### config.mk
export PLATFORM = sky130hd
export DESIGN_NAME = occupancy_grid_keypoint_admission
export DESIGN_NICKNAME = d
export VERILOG_FILES = /design/src/ogka_pkg.sv /design/src/occupancy_grid_keypoint_admission.sv
export SDC_FILE = /design/constraint.sdc
export NUM_CORES = 1
export LEC_CHECK = 0
export BUFFER_PORTS_ARGS = -buffer_cell sky130_fd_sc_hd__buf_2
export CORE_ASPECT_RATIO = 2
export CORE_MARGIN = 2
export CORE_UTILIZATION = 40
export DETAILED_ROUTE_END_ITERATION = 6
export GPL_TIMING_DRIVEN = 0
export PLACE_DENSITY = 0.57
export RECOVER_POWER = 50
export SLEW_MARGIN = 20
export SYNTH_ARGS = -nofsm -noshare
export SYNTH_HDL_FRONTEND = slang
export SYNTH_SLANG_ARGS = --single-unit
### constraint.sdc
create_clock -name clk -period 4.7 [get_ports clk]
set_clock_uncertainty 0.1 [all_clocks]
set_input_delay 0.94 -clock clk [delete_from_list [all_inputs] [get_ports clk]]
set_output_delay 0.94 -clock clk [all_outputs]
set_load 0.05 [all_outputs]
### src/ogka_pkg.sv
// Shared constants and codes for the occupancy grid keypoint admission block.
// No dependencies; imported by occupancy_grid_keypoint_admission.
`timescale 1ns / 1ps
`default_nettype none

package ogka_pkg;

    // grid edge length in cells (1 to 64)
    localparam int GRID_SIZE  = 8;
    localparam int CELL_COUNT = GRID_SIZE * GRID_SIZE;
    localparam int IDX_W      = (CELL_COUNT > 1) ? $clog2(CELL_COUNT) : 1;
    localparam int GRID_W     = $clog2(GRID_SIZE + 1);

    localparam int OP_W       = 2;
    localparam int POS_W      = 16;
    localparam int FRAC_W     = 4;
    localparam int DIM_W      = 13;
    localparam int LIMIT_W    = 8;
    localparam int COUNT_W    = 8;
    localparam int STATUS_W   = 3;
    localparam int CELL_W     = 6;
    localparam int CFG_IDX_W  = 2;
    localparam int CFG_DATA_W = DIM_W;

    // divider widths: numerator pos*GRID_SIZE, divisor dim*16 shifted by CELL_W
    localparam int NUM_W      = POS_W + GRID_W;
    localparam int DEN_W      = DIM_W + FRAC_W;
    localparam int DSH_W      = DEN_W + CELL_W;
    localparam int CMP_W      = (NUM_W > DSH_W) ? NUM_W : DSH_W;
    localparam int STEP_W     = $clog2(CELL_W + 1);
    localparam int ADDR_W     = 2 * CELL_W;

    localparam logic [COUNT_W-1:0] COUNT_MAX = '1;
    localparam logic [CELL_W-1:0]  CELL_MAX  = '1;

    localparam logic [DIM_W-1:0]   WIDTH_RST  = DIM_W'(640);
    localparam logic [DIM_W-1:0]   HEIGHT_RST = DIM_W'(480);
    localparam logic [LIMIT_W-1:0] LIMIT_RST  = LIMIT_W'(1);

    typedef enum logic [OP_W-1:0] {
        OP_CLEAR = 2'd0,
        OP_TRACK = 2'd1,
        OP_OFFER = 2'd2,
        OP_NONE  = 2'd3
    } op_t;

    typedef enum logic [STATUS_W-1:0] {
        ST_DONE     = 3'd0,
        ST_ADMITTED = 3'd1,
        ST_FULL     = 3'd2,
        ST_OUTSIDE  = 3'd3,
        ST_FAULT    = 3'd4
    } status_t;

    typedef enum logic [CFG_IDX_W-1:0] {
        REG_WIDTH  = 2'd0,
        REG_HEIGHT = 2'd1,
        REG_LIMIT  = 2'd2,
        REG_SPARE  = 2'd3
    } cfg_reg_t;

endpackage

`default_nettype wire

### src/occupancy_grid_keypoint_admission.sv
// Occupancy grid keypoint admission: serial cell divider, count memory, sequencer.
// Depends on ogka_pkg.
//
// Usage:
//   Command channel: an item (operation, x_position, y_position) is taken at a
//   rising edge with start high and busy low. One result per item appears on
//   status, cell_column and cell_row for a single cycle with done high; the
//   receiver cannot hold it off.
//   Clear and the unused operation finish at the accept edge itself: done is
//   high in the next cycle and busy never rises.
//   Track and offer items pass through the divider and the count memory: one shared
//   restoring compare/subtract unit runs 7 steps per axis (one saturation
//   check, then 6 quotient bits), x then y, followed by a read of the
//   count memory and an update of it. busy stays high until done rises;
//   the next item can be started in the cycle done is high.
//   Config: cfg_write_enable, cfg_index, cfg_data write the image width (0),
//   image height (1) or max_per_cell (2) at once; write only while idle.
//   Reset: asynchronous, active low; registers go to 640 / 480 / 1, the grid
//   reads all zero at once (per-cell valid bits), no sweep is needed.
`timescale 1ns / 1ps
`default_nettype none

module occupancy_grid_keypoint_admission
    import ogka_pkg::*;
(
    input  wire logic                  clk,
    input  wire logic                  rst_n,
    input  wire logic                  start,
    output      logic                  busy,
    input  wire logic [OP_W-1:0]       operation,
    input  wire logic [POS_W-1:0]      x_position,
    input  wire logic [POS_W-1:0]      y_position,
    input  wire logic                  cfg_write_enable,
    input  wire logic [CFG_IDX_W-1:0]  cfg_index,
    input  wire logic [CFG_DATA_W-1:0] cfg_data,
    output      logic                  done,
    output      logic [STATUS_W-1:0]   status,
    output      logic [CELL_W-1:0]     cell_column,
    output      logic [CELL_W-1:0]     cell_row
);

    typedef enum logic [1:0] {
        S_IDLE,
        S_DIV,
        S_READ,
        S_UPDATE
    } state_t;

    state_t                state_reg;
    op_t                   op_reg;
    logic [POS_W-1:0]      y_pos_reg;
    logic [CMP_W-1:0]      rem_reg;
    logic [CMP_W-1:0]      dsh_reg;
    logic [STEP_W-1:0]     step_reg;
    logic [CELL_W-1:0]     quot_reg;
    logic                  sat_reg;
    logic                  axis_reg;
    logic [CELL_W-1:0]     col_reg;
    logic [CELL_W-1:0]     row_reg;
    logic                  col_in_reg;
    logic                  row_in_reg;
    logic [DIM_W-1:0]      width_reg;
    logic [DIM_W-1:0]      height_reg;
    logic [LIMIT_W-1:0]    limit_reg;
    status_t               status_reg;
    logic [CELL_W-1:0]     cell_column_reg;
    logic [CELL_W-1:0]     cell_row_reg;
    logic                  done_reg;

    logic [COUNT_W-1:0]    mem [CELL_COUNT];
    logic [CELL_COUNT-1:0] valid_reg;
    logic [COUNT_W-1:0]    rd_data_reg;
    logic                  rd_valid_reg;

    op_t                   op_in;
    logic                  ge;
    logic [CELL_W-1:0]     quot_fin;
    logic [CELL_W-1:0]     axis_val;
    logic                  axis_in;
    logic [IDX_W-1:0]      addr;
    logic [COUNT_W-1:0]    count;
    logic                  in_grid;
    logic                  can_inc;
    logic                  admit;
    logic                  mem_we;
    logic                  clear_all;
    logic                  accept;

    assign op_in  = op_t'(operation);
    assign busy   = (state_reg != S_IDLE);
    assign accept = start && !busy;

    // shared unit: remainder against divisor shifted to the current bit
    assign ge       = (rem_reg >= dsh_reg);
    assign quot_fin = {quot_reg[CELL_W-2:0], ge};
    assign axis_val = sat_reg ? CELL_MAX : quot_fin;
    assign axis_in  = !sat_reg && ({1'b0, quot_fin} < (CELL_W + 1)'(GRID_SIZE));

    assign addr = IDX_W'(ADDR_W'(row_reg) * ADDR_W'(GRID_SIZE) + ADDR_W'(col_reg));

    assign count   = rd_valid_reg ? rd_data_reg : '0;
    assign in_grid = col_in_reg && row_in_reg;
    assign can_inc = (count != COUNT_MAX);
    assign admit   = (count < limit_reg);

    always_comb
    begin
        mem_we = 1'b0;
        if (state_reg == S_UPDATE && in_grid && can_inc)
        begin
            case (op_reg)
                OP_TRACK: mem_we = 1'b1;
                OP_OFFER: mem_we = admit;
                default:  mem_we = 1'b0;
            endcase
        end
    end

    assign clear_all = accept && (op_in == OP_CLEAR);

    // count memory: data without reset, validity in flops
    always_ff @(posedge clk)
    begin
        if (mem_we)
        begin
            mem[addr] <= count + COUNT_W'(1);
        end
        if (state_reg == S_READ)
        begin
            rd_data_reg <= mem[addr];
        end
    end

    always_ff @(posedge clk or negedge rst_n)
    begin
        if (!rst_n)
        begin
            valid_reg    <= '0;
            rd_valid_reg <= 1'b0;
        end
        else
        begin
            if (clear_all)
            begin
                valid_reg <= '0;
            end
            else if (mem_we)
            begin
                valid_reg[addr] <= 1'b1;
            end
            if (state_reg == S_READ)
            begin
                rd_valid_reg <= valid_reg[addr];
            end
        end
    end

    always_ff @(posedge clk or negedge rst_n)
    begin
        if (!rst_n)
        begin
            state_reg       <= S_IDLE;
            op_reg          <= OP_NONE;
            y_pos_reg       <= '0;
            rem_reg         <= '0;
            dsh_reg         <= '0;
            step_reg        <= '0;
            quot_reg        <= '0;
            axis_reg        <= 1'b0;
            sat_reg         <= 1'b0;
            col_reg         <= '0;
            row_reg         <= '0;
            col_in_reg      <= 1'b0;
            row_in_reg      <= 1'b0;
            width_reg       <= WIDTH_RST;
            height_reg      <= HEIGHT_RST;
            limit_reg       <= LIMIT_RST;
            status_reg      <= ST_DONE;
            cell_column_reg <= '0;
            cell_row_reg    <= '0;
            done_reg        <= 1'b0;
        end
        else
        begin
            // clear and unused op answer right after accept, others after update
            done_reg <= (state_reg == S_UPDATE) ||
                        (accept && op_in != OP_TRACK && op_in != OP_OFFER);

            if (cfg_write_enable)
            begin
                case (cfg_reg_t'(cfg_index))
                    REG_WIDTH:  width_reg  <= cfg_data[DIM_W-1:0];
                    REG_HEIGHT: height_reg <= cfg_data[DIM_W-1:0];
                    REG_LIMIT:  limit_reg  <= cfg_data[LIMIT_W-1:0];
                    default:    ;
                endcase
            end

            case (state_reg)
                S_IDLE:
                begin
                    if (accept)
                    begin
                        op_reg    <= op_in;
                        y_pos_reg <= y_position;
                        case (op_in)
                            OP_TRACK, OP_OFFER:
                            begin
                                rem_reg   <= CMP_W'(x_position) * CMP_W'(GRID_SIZE);
                                dsh_reg   <= CMP_W'({width_reg, (FRAC_W + CELL_W)'(0)});
                                step_reg  <= STEP_W'(CELL_W);
                                quot_reg  <= '0;
                                sat_reg   <= 1'b0;
                                axis_reg  <= 1'b0;
                                state_reg <= S_DIV;
                            end
                            default:
                            begin
                                // clear or unused op: answer at once
                                status_reg      <= ST_DONE;
                                cell_column_reg <= '0;
                                cell_row_reg    <= '0;
                            end
                        endcase
                    end
                end

                S_DIV:
                begin
                    if (step_reg == '0)
                    begin
                        // last quotient bit is taken from quot_fin directly
                        if (!axis_reg)
                        begin
                            col_reg    <= axis_val;
                            col_in_reg <= axis_in;
                            rem_reg    <= CMP_W'(y_pos_reg) * CMP_W'(GRID_SIZE);
                            dsh_reg    <= CMP_W'({height_reg, (FRAC_W + CELL_W)'(0)});
                            step_reg   <= STEP_W'(CELL_W);
                            quot_reg   <= '0;
                            sat_reg    <= 1'b0;
                            axis_reg   <= 1'b1;
                        end
                        else
                        begin
                            row_reg    <= axis_val;
                            row_in_reg <= axis_in;
                            state_reg  <= S_READ;
                        end
                    end
                    else
                    begin
                        dsh_reg  <= dsh_reg >> 1;
                        step_reg <= step_reg - STEP_W'(1);
                        if (step_reg == STEP_W'(CELL_W))
                        begin
                            // quotient of 64 or more (or zero divisor) only clips
                            sat_reg <= ge;
                        end
                        else
                        begin
                            quot_reg <= quot_fin;
                            if (ge)
                            begin
                                rem_reg <= rem_reg - dsh_reg;
                            end
                        end
                    end
                end

                S_READ:
                begin
                    state_reg <= S_UPDATE;
                end

                S_UPDATE:
                begin
                    cell_column_reg <= col_reg;
                    cell_row_reg    <= row_reg;
                    state_reg       <= S_IDLE;
                    if (op_reg == OP_TRACK)
                    begin
                        status_reg <= in_grid ? ST_DONE : ST_FAULT;
                    end
                    else if (!in_grid)
                    begin
                        status_reg <= ST_OUTSIDE;
                    end
                    else
                    begin
                        status_reg <= admit ? ST_ADMITTED : ST_FULL;
                    end
                end

                default:
                begin
                    state_reg <= S_IDLE;
                end
            endcase
        end
    end

    assign done        = done_reg;
    assign status      = status_reg;
    assign cell_column = cell_column_reg;
    assign cell_row    = cell_row_reg;

endmodule

`default_nettype wire
==> impl_metrics.env, run 1 <==
export IMPL_finalCoreUtilization=0.454
export IMPL_hold_violations=0
export IMPL_ir_worst_vdd_mv=0.420
export IMPL_fin_crit_ns=4.67
export IMPL_synth_top_area_cell="edfxtp_1"
export IMPL_antenna_found_initial=2
export IMPL_synth_main_ff_cell="edfxtp_1"
export IMPL_clock_sinks=725
export IMPL_num_nets_final=2287
export IMPL_postCtsSetupBuffers=0
export IMPL_syn_inst=2033
export IMPL_rows=140
export IMPL_die_w_um=195
export IMPL_die_y_um=386
export IMPL_dr_total_vias=19600
export IMPL_worst_slew_pin_slew_ns=2.43
export IMPL_syn_area_um2=29300
export IMPL_place_gp_congestion=1.01
export IMPL_switching_share=0.388
export IMPL_violations="capacitance limit, slew limit"
export IMPL_die_area_um2=75400
export IMPL_io_pins=70
export IMPL_worstPathArrival_ns=5.06
export IMPL_synth_edf_count=520
export IMPL_drive_gt1_frac=0.128
export IMPL_cts_tree="built"
export IMPL_cp_cell_sequence="clkbuf_1 > and3_1 > clkbuf_1 > clkbuf_1 > clkbuf_1 > a22oi_1 > a41oi_1 > nor4_1 > nand3_1"
export IMPL_clock_latency_ns=0.66
export IMPL_core_area_um2=72700
export IMPL_setup_tns_ns=0
export IMPL_viasPerCell=6.18
export IMPL_cpMostUsedCell="clkbuf_1"
export IMPL_ctsHtreeMaxLevel=2
export IMPL_p_leak_nw=11.7
export IMPL_ys_top_cells_by_count="edfxtp_1 (520), a22oi_1 (242), dfrtp_1 (196), nand2_1 (130), nor2_1 (114)"
export IMPL_first_iter_violations=1598
export IMPL_wl_mm=105
export IMPL_syn_avg_cell_area_um2=14.4
export IMPL_yosysSeqAreaShare=0.710
export IMPL_grt_pass1_vias=20100
export IMPL_outcome="finished, violations left"
export IMPL_whs_ns=0.390
export IMPL_largest_reg_flops=512
export IMPL_critPathBufInv=4
export IMPL_post_route_drc_count=0
export IMPL_pwr_share_comb=0.351
export IMPL_path_class="reg -> reg"
export IMPL_fmax_mhz=214
export IMPL_required_ns=5.09
export IMPL_cts_root_buffer="clkbuf_16"
export IMPL_fin_crit_sh=0.993
export IMPL_power_mw=20.3
export IMPL_end_kind="flop"
export IMPL_yosysTopAreaCellShare=0.534
export IMPL_pre_cts_ws_ns=-0.0526
export IMPL_n_fill_cell=6455
export IMPL_grt_pass1_wl_mm=147
export IMPL_cts_buffers=61
export IMPL_worstPathMaxFanout=10
export IMPL_synth_fp_nets=2133
export IMPL_ys_seq_elements=725
export IMPL_maxSlewViolCount=247
export IMPL_clkPwrFrac=0.258
export IMPL_grt_max_degree=95
export IMPL_setup_viol=0
export IMPL_cp_slowest_cell="clkbuf_1"
export IMPL_cp_start_kind="flop"
export IMPL_synth_most_common_cell="edfxtp_1"
export IMPL_clockBufferDepth=3
export IMPL_firstDrtPassIters=7
export IMPL_track_usage=0.278
export IMPL_clk_pin_slew_ns=0.07
export IMPL_grt_overflow_total=0
export IMPL_critical_path_max_stage_delay_ns=0.88
export IMPL_synth_cell_type_count=60
export IMPL_p_per_area_nw_per_um2=614
export IMPL_timing_final_ws_setup_ns=0.0313
export IMPL_ctsHoldBuffers=0
export IMPL_syn_to_final_growth_pct=12.9
export IMPL_crit_family="buffers and inverters"
export IMPL_hold_class="reg -> reg"
export IMPL_synth_area_leaders="edfxtp_1 (53%), dfrtp_1 (17%), a22oi_1 (6.2%), mux2_2 (2.2%), ha_1 (1.9%)"
export IMPL_async_flop_share=0.283
export IMPL_io_buffers=69
export IMPL_synth_warnings=0
export IMPL_antenna_left=0
export IMPL_drv_cap=4
export IMPL_dp_hpwl_mm=76.0
export IMPL_p_int_mw=12.4
export IMPL_p_switching_mw=7.87
export IMPL_routedWlPerCell_um=33.3
export IMPL_power_share_sequential=0.390
export IMPL_rsz0062_at_grt="false"
export IMPL_start_util=0.402
export IMPL_maxSlewHeadroom=-0.621
-- power groups by stage --
| stage | registers (mW) | logic, mW | clock network [mW] |
|---|---|---|---|
| global route | 7.96 | 7.43 | 5.49 |
| CTS | 7.90 | 7.08 | 5.27 |
| floorplan | 7.99 | 3.93 | 0 |
| detailed placement | 8.03 | 7.05 | 0 |
| global placement | 8.06 | 6.79 | 0 |
| finish | 7.92 | 7.13 | 5.24 |
-- stage by stage --
stage          instances  instance area, um^2
3_5_place_dp        3047                31300
3_3_place_gp        3025                30800
4_1_cts             3163                33300
6_report            3166                33000
2_1_floorplan       2033                29300
5_1_grt             3164                33000
-- placed cells by master, fill, tap and decap left out, drive strengths merged, types with 42 or more instances in the layout --
cell type,n
a21oi,75
edfxtp,520
o21a,68
nand2,130
buf,91
nor2,114
a22oi,242
inv,56
ha,45
mux2,58
o21ai,73
dfrtp,196
clkbuf,180
a22o,42
-- cells by family (layout without fill, tap and decap cells) --
family,after synthesis,after routing,share of synthesized area
AOI/OAI and AO/OA,641,641,0.159
xor gates and xnor gates,29,29,0.00868
adders and majority gates,47,47,0.0206
buffers and inverters,167,374,0.0225
DFF,725,725,0.710
muxes,60,60,0.0239
other,0,3,0
and+or+nand+nor,364,364,0.0563
-- area by class of cell --
| class | count | area, um^2 | share of cell area |
|---|---|---|---|
| diodes | 3 | 7.51 | 0.000227 |
| multi-input cells | 1141 | 7900 | 0.239 |
| plain buffers | 112 | 474 | 0.0144 |
| flip-flops and latches | 725 | 20800 | 0.629 |
| clock inverters | 48 | 470 | 0.0142 |
| repair buffers | 91 | 497 | 0.0150 |
| clock buffers | 68 | 1550 | 0.0470 |
| well taps | 923 | 1150 | 0.0350 |
| inverters | 55 | 206 | 0.00625 |
-- timing repair --
action,CTS,global route
gates resized for setup,2,0
setup endpoints to repair,12,0
endpoints found under the hold margin,0,0
-- final timing paths --
| path | start | end | slack (ns) | cells past startpoint |
|---|---|---|---|---|
| min in group asynchronous | rst_n | y_pos_reg[2]$_DFFE_PN0P_ | 0.54 | 1 |
| hold reg to reg | valid_reg[51]$_DFFE_PN0P_ | valid_reg[51]$_DFFE_PN0P_ | 0.39 | 1 |
| max in group asynchronous | rst_n | valid_reg[8]$_DFFE_PN0P_ | 0.85 | 2 |
| setup reg to reg | col_reg[0]$_DFFE_PN0P_ | rd_data_reg[7]$_DFFE_PP_ | 0.03 | 9 |
| hold / removal | valid_reg[51]$_DFFE_PN0P_ | valid_reg[51]$_DFFE_PN0P_ | 0.39 | 1 |
| setup / recovery | col_reg[0]$_DFFE_PN0P_ | rd_data_reg[7]$_DFFE_PP_ | 0.03 | 9 |
-- routing by layer --
| metal | GRT usage | vias up | share of wire |
|---|---|---|---|
| li1 | - | 8254 | - |
| met1 | 0.264 | 9911 | 0.30 |
| met2 | 0.501 | 973 | 0.52 |
| met3 | 0.0376 | 421 | 0.059 |
| met4 | 0.277 | 0 | 0.12 |
| met5 | 0 | - | 0 |
Power figures use the tool's default switching activity.
==> inputs of run 2 (changes only) <==
==> constraint.sdc (replaced) <==
create_clock -name clk -period 4.7 [get_ports clk]
set_clock_uncertainty 0.1 [all_clocks]
set_input_delay 0.235 -clock clk [delete_from_list [all_inputs] [get_ports clk]]
set_output_delay 0.235 -clock clk [all_outputs]
set_load 0.05 [all_outputs]
==> impl_metrics.env, run 2 (synthesis results as in run 1) <==
export IMPL_outcome="finished, violations left"
export IMPL_violations="capacitance limit, slew limit"
export IMPL_dr_total_vias=20000
export IMPL_routedWlPerCell_um=33.0
export IMPL_ctsHtreeMaxLevel=2
export IMPL_grt_pass1_vias=20300
export IMPL_antenna_cells=0
export IMPL_place_gp_congestion=1.01
export IMPL_pwr_share_comb=0.352
export IMPL_whs_ns=0.0453
export IMPL_die_area_um2=75400
export IMPL_p_leak_nw=11.9
export IMPL_track_usage=0.279
export IMPL_cp_cell_sequence="inv_1 > and3_1 > clkbuf_1 > clkbuf_1 > clkbuf_2 > a22oi_1 > a41oi_1 > nor4_1 > nand2_1"
export IMPL_rows=140
export IMPL_cts_buffers=61
export IMPL_end_kind="flop"
export IMPL_die_y_um=386
export IMPL_start_util=0.402
export IMPL_drv_cap=4
export IMPL_n_fill_cell=6402
export IMPL_maxSlewHeadroom=-0.632
export IMPL_wl_met3_mm=6.14
export IMPL_design_area_um2=33500
export IMPL_ir_worst_vdd_mv=0.418
export IMPL_cts_tree="built"
export IMPL_path_class="reg -> reg"
export IMPL_cts_root_buffer="clkbuf_16"
export IMPL_setup_viol=0
export IMPL_power_share_sequential=0.389
export IMPL_p_switching_mw=7.89
export IMPL_die_w_um=195
export IMPL_cp_start_kind="flop"
export IMPL_p_int_mw=12.4
export IMPL_finalCoreUtilization=0.461
export IMPL_hold_class="in -> reg"
export IMPL_fin_crit_sh=0.998
export IMPL_hold_violations=0
export IMPL_syn_to_final_growth_pct=14.6
export IMPL_critPathBufInv=4
export IMPL_worstPathArrival_ns=5.10
export IMPL_grt_max_degree=95
export IMPL_io_pins=70
export IMPL_post_route_drc_count=0
export IMPL_dp_hpwl_mm=76.0
export IMPL_num_nets_final=2339
export IMPL_p_per_area_nw_per_um2=606
export IMPL_cpMostUsedCell="clkbuf_1"
export IMPL_postCtsSetupBuffers=0
export IMPL_layout_common_cells="edfxtp_1 (520), a22oi_1 (242), dfrtp_1 (196)"
export IMPL_firstDrtPassIters=5
export IMPL_fin_crit_ns=4.69
export IMPL_drive_gt1_frac=0.125
export IMPL_clock_latency_ns=0.66
export IMPL_drt_met1_wl_mm=32.2
export IMPL_worstPathMaxFanout=10
export IMPL_multi_input_area_um2=7900
export IMPL_grt_pass1_wl_mm=148
export IMPL_first_iter_violations=1635
export IMPL_rsz0062_at_grt="false"
export IMPL_viasPerCell=6.22
export IMPL_core_area_um2=72700
export IMPL_clock_sinks=725
export IMPL_largest_reg_flops=512
export IMPL_cp_slowest_cell="clkbuf_1"
export IMPL_layout_area_seq_um2=20800
export IMPL_place_area_um2=31300
export IMPL_required_ns=5.11
export IMPL_io_buffers=69
export IMPL_top_layer="met5"
export IMPL_clockBufferDepth=3
export IMPL_maxSlewViolCount=247
export IMPL_fmax_mhz=213
export IMPL_antenna_left=0
export IMPL_clkPwrFrac=0.258
export IMPL_wl_met2_mm=54.7
export IMPL_wl_mm=106
export IMPL_layout_commonest_cell="edfxtp_1"
export IMPL_worst_slew_pin_slew_ns=2.45
export IMPL_switching_share=0.388
export IMPL_grt_overflow_total=0
export IMPL_critical_path_max_stage_delay_ns=0.88
export IMPL_antenna_found_initial=1
export IMPL_crit_family="buffers and inverters"
export IMPL_clk_pin_slew_ns=0.07
-- run 2: cell types whose count changed in the layout (fill, tap and decap cells not counted) --
cell	change
clkbuf_1	+1
diode_2	-3
dlygate4sd3_1	+51
-- run 2: layout make-up --
cell class | count | area share
inverters | 55 | 0.00616
clock buffers | 68 | 0.0463
well taps | 923 | 0.0344
flip-flops and latches | 725 | 0.619
clock inverters | 48 | 0.0140
multi-input cells | 1141 | 0.236
repair buffers | 143 | 0.0302
plain buffers | 112 | 0.0141
-- run 2: path summary, 6_finish.rpt --
check / from / endpoint / slack (ns) / cells after the start
max: col_reg[2]$_DFFE_PN0P_ / rd_data_reg[1]$_DFFE_PP_ / 0.01 / 9
min: cfg_index[1] / height_reg[1]$_DFFE_PN0P_ / 0.05 / 3
max reg2reg: col_reg[2]$_DFFE_PN0P_ / rd_data_reg[1]$_DFFE_PP_ / 0.01 / 9
min reg2reg: valid_reg[51]$_DFFE_PN0P_ / valid_reg[51]$_DFFE_PN0P_ / 0.39 / 1
max in group asynchronous: rst_n / valid_reg[39]$_DFFE_PN0P_ / 1.87 / 3
min in group asynchronous: rst_n / y_pos_reg[2]$_DFFE_PN0P_ / 0.73 / 3
-- run 2: per-stage QoR --
stage / power, mW / TNS, ns / worst slack [ns] / cells
after detailed placement: 15.1 / -0.134 / -0.0526 / 3047
after global placement: 14.9 / -1101.35 / -2.92 / 3025
after global routing: 20.9 / 0 / 0.0408 / 3215
after CTS: 20.3 / -0.0736 / -0.0106 / 3215
after floorplan: 11.9 / 0 / 0.395 / 2033
final: 20.3 / 0 / 0.0108 / 3215
-- run 2: worst min-delay path: stages --
cell and delay [ns]:
buf_2 0.10, nand3b_1 0.23, mux2_2 0.19
-- run 2: power by group through the flow --
stage | clock network [mW] | logic (mW) | registers, mW
2_1_floorplan | 0 | 3.93 | 7.99
3_3_place_gp | 0 | 6.79 | 8.06
3_5_place_dp | 0 | 7.05 | 8.03
4_1_cts | 5.27 | 7.11 | 7.90
5_1_grt | 5.49 | 7.47 | 7.96
6_report | 5.25 | 7.17 | 7.92
-- run 2: routing by layer --
layer | vias up | GRT usage
met5 | - | 0
li1 | 8375 | -
met4 | 2 | 0.283
met3 | 429 | 0.0365
met1 | 10200 | 0.265
met2 | 993 | 0.502
-- run 2: timing repair --
item | in CTS | in global routing
hold buffers | 52 | 0
endpoints found under the hold margin | 266 | 0
setup endpoints to repair | 12 | 0
resized for setup | 2 | 0
